[src/rtl/core/rrmd_pkg.sv]
// rrmd_pkg: shared types and constants for the run-length row mask decoder.
// No dependencies; imported by the channel interfaces and all core modules.
package rrmd_pkg;

  localparam int unsigned BYTE_W = 8;
  localparam int unsigned ROWS_W = 9;
  localparam int unsigned CNT_W  = 5;

  // Escape byte that opens and closes an explicit run list
  localparam logic [BYTE_W-1:0] ESC_BYTE = 8'hFF;
  // Fill values of mask pixels
  localparam logic [BYTE_W-1:0] FILL_SET = 8'hFF;
  localparam logic [BYTE_W-1:0] FILL_CLR = 8'h00;

  // Register reset values
  localparam logic [BYTE_W-1:0] ROW_WIDTH_RST = 8'd96;
  localparam logic [BYTE_W-1:0] ROW_TOTAL_RST = 8'd64;

  // Configuration register indexes
  typedef logic [0:0] cfg_idx_t;
  localparam cfg_idx_t CFG_ROW_WIDTH = 1'b0;
  localparam cfg_idx_t CFG_ROW_TOTAL = 1'b1;

  typedef enum logic [0:0] {
    KIND_BASE = 1'b0,
    KIND_RUN  = 1'b1
  } kind_t;

  typedef enum logic [1:0] {
    PH_HEADER  = 2'd0,
    PH_COMMAND = 2'd1,
    PH_RUNS    = 2'd2
  } phase_t;

  typedef enum logic [0:0] {
    CTL_IDLE = 1'b0,
    CTL_EMIT = 1'b1
  } ctl_state_t;

  // Controller to datapath commands
  typedef struct packed {
    logic load;     // decode the accepted byte
    logic advance;  // current result beat taken, step to the next
  } dp_cmd_t;

  // Datapath to controller status
  typedef struct packed {
    logic empty;    // no result pending
    logic last;     // pending result is the final one of this byte
  } dp_stat_t;

endpackage

[src/rtl/core/rrmd_if.sv]
// rrmd_if: valid/ready channel interfaces for stream bytes and decoded runs.
// Depends on rrmd_pkg.
interface rrmd_in_if import rrmd_pkg::*; ();
  logic              valid;
  logic              ready;
  logic [BYTE_W-1:0] stream_byte;

  modport source (output valid, output stream_byte, input ready);
  modport sink   (input valid, input stream_byte, output ready);
endinterface

interface rrmd_out_if import rrmd_pkg::*; ();
  logic              valid;
  logic              ready;
  logic              kind;
  logic [BYTE_W-1:0] value;
  logic [BYTE_W-1:0] run_length;
  logic              last;
  logic              image_done;

  modport source (output valid, output kind, output value, output run_length,
                  output last, output image_done, input ready);
  modport sink   (input valid, input kind, input value, input run_length,
                  input last, input image_done, output ready);
endinterface

[src/rtl/core/rle_row_mask_decoder.sv]
// rle_row_mask_decoder: top level of the run-length row mask decoder.
// Depends on rrmd_pkg, rrmd_if, rrmd_ctrl and rrmd_dp.
//
//   port     dir  kind           contents
//   in_bus   in   valid/ready    stream_byte
//   out_bus  out  valid/ready    kind, value, run_length, last, image_done
//   cfg_*    in   write only     0 row_width, 1 row_total
//
// One byte is in flight at a time: the byte is accepted, then its results
// go out one beat per cycle while out_bus is ready (one for a header or a
// byte inside a run list, none for the byte that opens a run list, up to 16
// for a repeat command). The result counter in the datapath sets that number.
// Reset is synchronous, active low, and restores all registers at once.
// Backpressure on out_bus holds the current beat; in_bus is not ready
// until the last beat of the current byte is taken.
module rle_row_mask_decoder import rrmd_pkg::*; (
  input  logic              clk,
  input  logic              rst_n,
  rrmd_in_if.sink           in_bus,
  rrmd_out_if.source        out_bus,
  input  logic              cfg_we,
  input  cfg_idx_t          cfg_index,
  input  logic [BYTE_W-1:0] cfg_wdata
);

  dp_cmd_t  cmd;
  dp_stat_t stat;

  // Handshake controller
  rrmd_ctrl u_ctrl (
    .clk       (clk),
    .rst_n     (rst_n),
    .in_valid  (in_bus.valid),
    .in_ready  (in_bus.ready),
    .out_valid (out_bus.valid),
    .out_ready (out_bus.ready),
    .stat      (stat),
    .cmd       (cmd)
  );

  // Decode datapath
  rrmd_dp u_dp (
    .clk       (clk),
    .rst_n     (rst_n),
    .cmd       (cmd),
    .stat      (stat),
    .in_byte   (in_bus.stream_byte),
    .cfg_we    (cfg_we),
    .cfg_index (cfg_index),
    .cfg_wdata (cfg_wdata),
    .res_kind  (out_bus.kind),
    .res_value (out_bus.value),
    .res_len   (out_bus.run_length),
    .res_last  (out_bus.last),
    .res_done  (out_bus.image_done)
  );

endmodule

[src/rtl/core/rrmd_ctrl.sv]
// rrmd_ctrl: handshake controller; accepts one byte, then drains its results.
// Depends on rrmd_pkg.
module rrmd_ctrl import rrmd_pkg::*; (
  input  logic     clk,
  input  logic     rst_n,
  input  logic     in_valid,
  output logic     in_ready,
  output logic     out_valid,
  input  logic     out_ready,
  input  dp_stat_t stat,
  output dp_cmd_t  cmd
);

  ctl_state_t state_r, state_nxt;

  // State register
  always_ff @(posedge clk) begin
    if (!rst_n) begin
      state_r <= CTL_IDLE;
    end else begin
      state_r <= state_nxt;
    end
  end

  // Next state and commands
  always_comb begin
    state_nxt   = state_r;
    in_ready    = 1'b0;
    out_valid   = 1'b0;
    cmd.load    = 1'b0;
    cmd.advance = 1'b0;
    unique case (state_r)
      CTL_IDLE: begin
        in_ready = 1'b1;
        if (in_valid) begin
          cmd.load  = 1'b1;
          state_nxt = CTL_EMIT;
        end
      end
      CTL_EMIT: begin
        out_valid = !stat.empty;
        if (stat.empty) begin
          state_nxt = CTL_IDLE;
        end else if (out_ready) begin
          cmd.advance = 1'b1;
          if (stat.last) begin
            state_nxt = CTL_IDLE;
          end
        end
      end
      default: begin
        state_nxt = CTL_IDLE;
      end
    endcase
  end

  // Never take a byte while results are being drained
  a_no_accept_while_emit: assert property (@(posedge clk) disable iff (!rst_n)
    out_valid |-> !in_ready) else $error("byte accepted while results pending");

  // A load always moves to draining
  a_load_then_emit: assert property (@(posedge clk) disable iff (!rst_n)
    cmd.load |=> !in_ready) else $error("ready after load");

  // Last beat returns to idle
  a_last_to_idle: assert property (@(posedge clk) disable iff (!rst_n)
    (out_valid && out_ready && stat.last) |=> in_ready)
    else $error("not idle after last beat");

endmodule

[src/rtl/core/rrmd_dp.sv]
// rrmd_dp: decode datapath; image state, config registers and result sequencer.
// Depends on rrmd_pkg.
module rrmd_dp import rrmd_pkg::*; (
  input  logic              clk,
  input  logic              rst_n,
  input  dp_cmd_t           cmd,
  output dp_stat_t          stat,
  input  logic [BYTE_W-1:0] in_byte,
  input  logic              cfg_we,
  input  cfg_idx_t          cfg_index,
  input  logic [BYTE_W-1:0] cfg_wdata,
  output logic              res_kind,
  output logic [BYTE_W-1:0] res_value,
  output logic [BYTE_W-1:0] res_len,
  output logic              res_last,
  output logic              res_done
);

  // Config registers
  logic [BYTE_W-1:0] row_width_r, row_total_r;

  // Image state
  phase_t                   phase_r, phase_nxt;
  logic [BYTE_W-1:0]        base_r, base_nxt;
  logic [BYTE_W-1:0]        fill_r, fill_nxt;
  logic [BYTE_W-1:0]        run_sum_r, run_sum_nxt;
  logic signed [ROWS_W-1:0] rows_left_r, rows_left_nxt;

  // Result sequencer
  logic [CNT_W-1:0]  res_cnt_r, res_cnt_nxt;
  logic              rep_r, rep_nxt;
  logic              kind_r, kind_nxt;
  logic [BYTE_W-1:0] value_r, value_nxt;
  logic [BYTE_W-1:0] len_r, len_nxt;
  logic [BYTE_W-1:0] ones_r, ones_nxt;
  logic [BYTE_W-1:0] zeros_r, zeros_nxt;
  logic              done_r, done_nxt;

  // Decode helpers
  logic [BYTE_W-1:0]        ones, zeros, pad;
  logic [3:0]               rep_rows, row_step;
  logic signed [ROWS_W-1:0] rows_dec;
  logic                     ends_image, is_esc;

  // Config writes
  always_ff @(posedge clk) begin
    if (!rst_n) begin
      row_width_r <= ROW_WIDTH_RST;
      row_total_r <= ROW_TOTAL_RST;
    end else if (cfg_we) begin
      unique case (cfg_index)
        CFG_ROW_WIDTH: row_width_r <= cfg_wdata;
        CFG_ROW_TOTAL: row_total_r <= cfg_wdata;
        default: ;
      endcase
    end
  end

  // Row arithmetic for the byte at the input
  always_comb begin
    is_esc     = (in_byte == ESC_BYTE);
    ones       = base_r + {3'b000, in_byte[4:0]};
    zeros      = (row_width_r > ones) ? (row_width_r - ones) : '0;
    pad        = (row_width_r > run_sum_r) ? (row_width_r - run_sum_r) : '0;
    rep_rows   = {1'b0, in_byte[7:5]} + 4'd1;
    row_step   = (phase_r == PH_COMMAND) ? rep_rows : 4'd1;
    rows_dec   = rows_left_r - $signed({5'b00000, row_step});
    ends_image = rows_dec[ROWS_W-1] || (rows_dec == '0);
  end

  // Load a byte or step through its results
  always_comb begin
    phase_nxt     = phase_r;
    base_nxt      = base_r;
    fill_nxt      = fill_r;
    run_sum_nxt   = run_sum_r;
    rows_left_nxt = rows_left_r;
    res_cnt_nxt   = res_cnt_r;
    rep_nxt       = rep_r;
    kind_nxt      = kind_r;
    value_nxt     = value_r;
    len_nxt       = len_r;
    ones_nxt      = ones_r;
    zeros_nxt     = zeros_r;
    done_nxt      = done_r;
    if (cmd.load) begin
      rep_nxt  = 1'b0;
      kind_nxt = KIND_RUN;
      done_nxt = 1'b0;
      unique case (phase_r)
        PH_HEADER: begin
          base_nxt      = in_byte;
          rows_left_nxt = $signed({1'b0, row_total_r});
          phase_nxt     = PH_COMMAND;
          kind_nxt      = KIND_BASE;
          value_nxt     = in_byte;
          len_nxt       = '0;
          res_cnt_nxt   = CNT_W'(1);
        end
        PH_COMMAND: begin
          if (is_esc) begin
            // Open explicit run list
            fill_nxt    = FILL_SET;
            run_sum_nxt = '0;
            phase_nxt   = PH_RUNS;
            res_cnt_nxt = '0;
          end else begin
            // Repeated rows: pairs of set and clear runs
            rows_left_nxt = rows_dec;
            phase_nxt     = ends_image ? PH_HEADER : PH_COMMAND;
            done_nxt      = ends_image;
            rep_nxt       = 1'b1;
            ones_nxt      = ones;
            zeros_nxt     = zeros;
            value_nxt     = FILL_SET;
            len_nxt       = ones;
            res_cnt_nxt   = {rep_rows, 1'b0};
          end
        end
        PH_RUNS: begin
          value_nxt   = fill_r;
          res_cnt_nxt = CNT_W'(1);
          if (is_esc) begin
            // Close the list, pad to row width
            len_nxt       = pad;
            rows_left_nxt = rows_dec;
            phase_nxt     = ends_image ? PH_HEADER : PH_COMMAND;
            done_nxt      = ends_image;
          end else begin
            len_nxt     = in_byte;
            run_sum_nxt = run_sum_r + in_byte;
            fill_nxt    = fill_r ^ FILL_SET;
          end
        end
        default: begin
          phase_nxt   = PH_HEADER;
          res_cnt_nxt = '0;
        end
      endcase
    end else if (cmd.advance) begin
      res_cnt_nxt = res_cnt_r - CNT_W'(1);
      // Alternate set and clear runs of a repeated row
      if (rep_r) begin
        if (value_r == FILL_SET) begin
          value_nxt = FILL_CLR;
          len_nxt   = zeros_r;
        end else begin
          value_nxt = FILL_SET;
          len_nxt   = ones_r;
        end
      end
    end
  end

  // Control and image state
  always_ff @(posedge clk) begin
    if (!rst_n) begin
      phase_r     <= PH_HEADER;
      base_r      <= '0;
      fill_r      <= FILL_SET;
      run_sum_r   <= '0;
      rows_left_r <= '0;
      res_cnt_r   <= '0;
      rep_r       <= 1'b0;
      done_r      <= 1'b0;
    end else begin
      phase_r     <= phase_nxt;
      base_r      <= base_nxt;
      fill_r      <= fill_nxt;
      run_sum_r   <= run_sum_nxt;
      rows_left_r <= rows_left_nxt;
      res_cnt_r   <= res_cnt_nxt;
      rep_r       <= rep_nxt;
      done_r      <= done_nxt;
    end
  end

  // Result payload
  always_ff @(posedge clk) begin
    if (!rst_n) begin
      kind_r  <= KIND_BASE;
      value_r <= '0;
      len_r   <= '0;
      ones_r  <= '0;
      zeros_r <= '0;
    end else begin
      kind_r  <= kind_nxt;
      value_r <= value_nxt;
      len_r   <= len_nxt;
      ones_r  <= ones_nxt;
      zeros_r <= zeros_nxt;
    end
  end

  assign stat.empty = (res_cnt_r == '0);
  assign stat.last  = (res_cnt_r == CNT_W'(1));
  assign res_kind   = kind_r;
  assign res_value  = value_r;
  assign res_len    = len_r;
  assign res_last   = stat.last;
  assign res_done   = done_r;

  // At most eight row pairs pending
  a_cnt_bound: assert property (@(posedge clk) disable iff (!rst_n)
    res_cnt_r <= CNT_W'(16)) else $error("result count overflow");

  // Advance only with a result pending
  a_adv_pending: assert property (@(posedge clk) disable iff (!rst_n)
    cmd.advance |-> !stat.empty) else $error("advance with no result");

  // A finished image always expects a new header
  a_done_header: assert property (@(posedge clk) disable iff (!rst_n)
    (done_r && !stat.empty) |-> (phase_r == PH_HEADER))
    else $error("image done without header phase");

endmodule

[src/flat_wrapper.sv]
// flat-port wrapper written by rule: the top's interface ports become plain ports
module rle_row_mask_decoder_flat import rrmd_pkg::*;
  (clk, rst_n, cfg_we, cfg_index, cfg_wdata, in_bus_valid, in_bus_stream_byte, in_bus_ready, out_bus_valid, out_bus_kind, out_bus_value, out_bus_run_length, out_bus_last, out_bus_image_done, out_bus_ready);
  rrmd_in_if in_bus_i ();
  rrmd_out_if out_bus_i ();
  input  logic clk;
  input  logic rst_n;
  input  logic cfg_we;
  input  cfg_idx_t cfg_index;
  input  logic [BYTE_W-1:0] cfg_wdata;
  input wire logic [$bits(in_bus_i.valid)-1:0] in_bus_valid;
  input wire logic [$bits(in_bus_i.stream_byte)-1:0] in_bus_stream_byte;
  output wire logic [$bits(in_bus_i.ready)-1:0] in_bus_ready;
  output wire logic [$bits(out_bus_i.valid)-1:0] out_bus_valid;
  output wire logic [$bits(out_bus_i.kind)-1:0] out_bus_kind;
  output wire logic [$bits(out_bus_i.value)-1:0] out_bus_value;
  output wire logic [$bits(out_bus_i.run_length)-1:0] out_bus_run_length;
  output wire logic [$bits(out_bus_i.last)-1:0] out_bus_last;
  output wire logic [$bits(out_bus_i.image_done)-1:0] out_bus_image_done;
  input wire logic [$bits(out_bus_i.ready)-1:0] out_bus_ready;
  assign in_bus_i.valid = in_bus_valid;
  assign in_bus_i.stream_byte = in_bus_stream_byte;
  assign in_bus_ready = in_bus_i.ready;
  assign out_bus_valid = out_bus_i.valid;
  assign out_bus_kind = out_bus_i.kind;
  assign out_bus_value = out_bus_i.value;
  assign out_bus_run_length = out_bus_i.run_length;
  assign out_bus_last = out_bus_i.last;
  assign out_bus_image_done = out_bus_i.image_done;
  assign out_bus_i.ready = out_bus_ready;
  rle_row_mask_decoder u_core (.clk(clk), .rst_n(rst_n), .in_bus(in_bus_i), .out_bus(out_bus_i), .cfg_we(cfg_we), .cfg_index(cfg_index), .cfg_wdata(cfg_wdata));
endmodule
[config.mk]
export PLATFORM = sky130hd
export DESIGN_NAME = rle_row_mask_decoder_flat
export DESIGN_NICKNAME = d
export VERILOG_FILES = /design/src/rtl/core/rrmd_pkg.sv /design/src/rtl/core/rrmd_if.sv /design/src/rtl/core/rle_row_mask_decoder.sv /design/src/rtl/core/rrmd_ctrl.sv /design/src/rtl/core/rrmd_dp.sv /design/src/flat_wrapper.sv
export SDC_FILE = /design/constraint.sdc
export NUM_CORES = 1
export LEC_CHECK = 0
export ABC_AREA = 1
export BUFFER_PORTS_ARGS = -buffer_cell sky130_fd_sc_hd__buf_2
export CORE_MARGIN = 8
export CORE_UTILIZATION = 60
export CTS_CLUSTER_DIAMETER = 100
export CTS_CLUSTER_SIZE = 14
export DETAILED_ROUTE_END_ITERATION = 10
export PLACE_DENSITY = 0.83
export REMOVE_ABC_BUFFERS = 1
export SYNTH_ARGS = -nofsm -noshare
export SYNTH_HDL_FRONTEND = slang
export SYNTH_SLANG_ARGS = --single-unit
[constraint.sdc]
create_clock -name clk -period 7.59 [get_ports clk]
set_input_delay 0.3795 -clock clk [delete_from_list [all_inputs] [get_ports clk]]
set_output_delay 0.3795 -clock clk [all_outputs]
set_load 0.005 [all_outputs]
==> results.cfg <==
[status]
status = finished, final reports clean

[timing]
max_freq_mhz = 333
rsz0062_at_grt = false
tightest_slew_ps = 926
finalSetupViolations = 0
finalMaxSlewViolations = 0
timing_hold_violations_final = 0
period_needed_ps = 3000
post-route-period-util_pct = 39.6
finalSetupTns_ps = 0
fin_ws_ps = 4590
slew-limit-headroom_pct = 37.9
clock_skew_ps = 10.6

[floorplanning]
die_area_um2 = 13200
initial_core_util_pct = 61.1
std_cell_rows = 36
die_height_um = 115
io_pins = 43
core_area_um2 = 9640
dieWidth_um = 115

[placed_design]
hpwl_um = 11200
portBuffers = 42
dpl_worst_slack_ps = 4470
placed_cell_area_um2 = 6150
place.gp.congestion = 0.960

[cts]
clkTransAtPathRegs_ps = 90
postCtsSetupBuffers = 0
cts_buffer_depth = 2
htreeDepth = 3
cts_tree = built
cts_buffers = 9
clk_latency_ps = 380
cts_resized = 0
clockRootBuffer = clkbuf_8
hold_buffers = 0
numClockSinks = 92

[cells_and_area]
nets = 945
diodes = 0
syn_to_final_growth_pct = 8.27
drive_gt1_share_pct = 10.8
stdcell_area_um2 = 6370

[hold_path]
hold_path.class = input port to flip-flop
holdPathEnd = u_core.u_dp.row_width_r[5]
hold_depth = 3
hp-start = cfg_wdata[5]

[setup_path]
r2r_end = u_core.u_dp.zeros_r[7]
ff2ff_setup_slack_ps = 4590
r2r_cells = 16
path_class = flip-flop to flip-flop
endpoint_kind = flip-flop
cp_max_fo = 8
arrival_ps = 3270
required_ps = 7860
r2r_start = u_core.u_dp.base_r[3]
cp-start-kind = flip-flop

[power_and_ir_drop]
ir_drop_uv = 96.1
p_leak_nw = 2.94
p_per_area_nw_per_um2 = 208

[synth]
yosysSeqAreaShare_pct = 31.3
avgSynthCellArea_um2 = 6.94
synth_area_um2 = 5890
yosys.area.top_type_share_pct = 31.3
syn_inst = 848
yosys_register_bits = 92
ys_types = 45
synth_area_leaders = dfxtp_1 (31%), nand2_1 (10%), ha_1 (8.7%)
yosysWarnings = 0
synth_top_area_cell = dfxtp_1

[global_routing]
grt_max_degree = 68
grt_antenna_before_repair = 0
grtUsageTotal_pct = 23.3
grt_overflow = 0
grt_pass1_vias = 5150
grt_first_pass_wirelength_um = 24800

[detailed_routing]
drc = 0
avgRoutedWirePerCell_um = 14.9
ant_nets = 0
vias = 5701
via_per_inst = 5.62
drtIter0Drc = 469
first_pass_iters = 5
routed_wl_um = 15200

[job]
maxCapViolCount = 0
[critical path, cell delays in order (launching register included)]
cell	delay, ps
dfxtp_1	340
ha_1	360
nand2_1	90
inv_1	80
nand4_1	100
nand3_1	90
nor2_1	40
nor2_1	310
inv_1	90
ha_1	370
inv_1	80
o21bai_1	180
nand3_1	100
o211a_1	160
nor3_4	270
nand2_1	90
a21oi_1	150
[flip-flops by register name, indices dropped and copies added, names as in the netlist, 5 cells and up]
name                     count
u_core.u_dp.rows_left_r      9
u_core.u_dp.base_r           8
u_core.u_dp.fill_r           8
u_core.u_dp.ones_r           8
u_core.u_dp.res_len          8
u_core.u_dp.res_value        8
u_core.u_dp.row_total_r      8
u_core.u_dp.row_width_r      8
u_core.u_dp.run_sum_r        8
u_core.u_dp.zeros_r          8
u_core.u_dp.res_cnt_r        5
[cells by family after synthesis]
logic type               Yosys count  synth area share [%]
AO/OA/AOI/OAI                    209                  19.9
flip-flops                        92                  31.3
buffers and inverters            129                  8.86
adder cells (fa/ha/maj)           46                  10.4
multiplexers                       1                 0.191
XOR/XNOR                          20                  2.98
AND/OR/NAND/NOR                  351                  26.4
[synth_stat cells]
cell type and number:
nand2_1 159, nor2_1 105, inv_1 93, dfxtp_1 92
o21ai_0 86, a21oi_1 82, ha_1 41, nand3_1 40
nand4_1 18, clkbuf_1 13, o211ai_1 10, xnor2_1 10
xor2_1 10, a31oi_1 8, buf_2 7, nor3_1 6
fa_1 5, inv_2 5, o21ai_1 5, or2_2 5
a211oi_2 4, clkinv_1 4, nand2_4 4, buf_4 3
nand2_2 3, nor2_2 3, nor2_4 3, a211o_1 2
a21o_1 2, a21oi_4 2, buf_6 2, o21ai_2 2
o22ai_1 2, buf_1 1, inv_4 1, mux2_2 1
nand2_8 1, nand3_2 1, nand3_4 1, nand3b_1 1
nor3_4 1, o2111ai_1 1, o211a_1 1, o21bai_1 1
o32ai_1 1
[where the power goes]
group | internal, mW | total, mW | switching [mW] | leakage [nW]
Sequential | 0.524 | 0.552 | 0.0282 | 0.755
Clock | 0.205 | 0.382 | 0.178 | 0.114
Combinational | 0.145 | 0.393 | 0.249 | 2.08
[worst max-delay path by stage]
| stage | cells past startpoint | from | to | slack, ps |
|---|---|---|---|---|
| 2_1_floorplan | 12 | in_bus_stream_byte[0] | u_core.u_dp.zeros_r[5] | 4990 |
| 3_3_place_gp | 17 | in_bus_stream_byte[3] | u_core.u_dp.zeros_r[2] | 4580 |
| 3_5_place_dp | 17 | in_bus_stream_byte[3] | u_core.u_dp.zeros_r[7] | 4470 |
| 4_1_cts | 16 | u_core.u_dp.base_r[3] | u_core.u_dp.zeros_r[7] | 4680 |
| 5_1_grt | 16 | u_core.u_dp.base_r[3] | u_core.u_dp.zeros_r[2] | 4320 |
| 6_report | 16 | u_core.u_dp.base_r[3] | u_core.u_dp.zeros_r[7] | 4590 |
[through the flow]
stage / hold WS (ps) / utilization, % / total power [mW] / cells
after detailed placement: 441 / 63.8 / 0.949 / 999
after global routing: 247 / 66.1 / 1.41 / 1015
after floorplan: 427 / - / 0.845 / 822
after global placement: 437 / 63.8 / 0.946 / 999
final: 239 / 66.1 / 1.33 / 1015
after CTS: 238 / 66.1 / 1.32 / 1015
[cells in the final DEF (no fill, tap or decap), types with 6 or more instances in the layout]
| cell type | n |
|---|---|
| nand4_1 | 18 |
| nor3_1 | 6 |
| nor2_1 | 105 |
| o211ai_1 | 10 |
| a21oi_1 | 82 |
| dfxtp_1 | 92 |
| a31oi_1 | 8 |
| o21ai_0 | 86 |
| inv_1 | 93 |
| xor2_1 | 10 |
| nand2_1 | 159 |
| clkbuf_8 | 11 |
| xnor2_1 | 10 |
| buf_2 | 42 |
| nand3_1 | 40 |
| ha_1 | 41 |
[routing by layer]
| layer | track usage, % | part of all wire, % |
|---|---|---|
| met1 | 31.6 | 46 |
| met2 | 36.1 | 43 |
| met3 | 4.94 | 8.6 |
| met4 | 7.36 | 2.1 |
| met5 | 0 | 0 |
[cell type report]
class / instances / area [um^2]
Clock buffer: 13 / 159
Clock inverter: 3 / 68.8
Fill cell: 946 / 3270
Inverter: 103 / 389
Multi-Input combinational cell: 627 / 3520
Sequential cell: 92 / 1840
Tap cell: 133 / 166
Timing Repair Buffer: 44 / 225
Note: power is estimated with default switching activity, not from simulation.
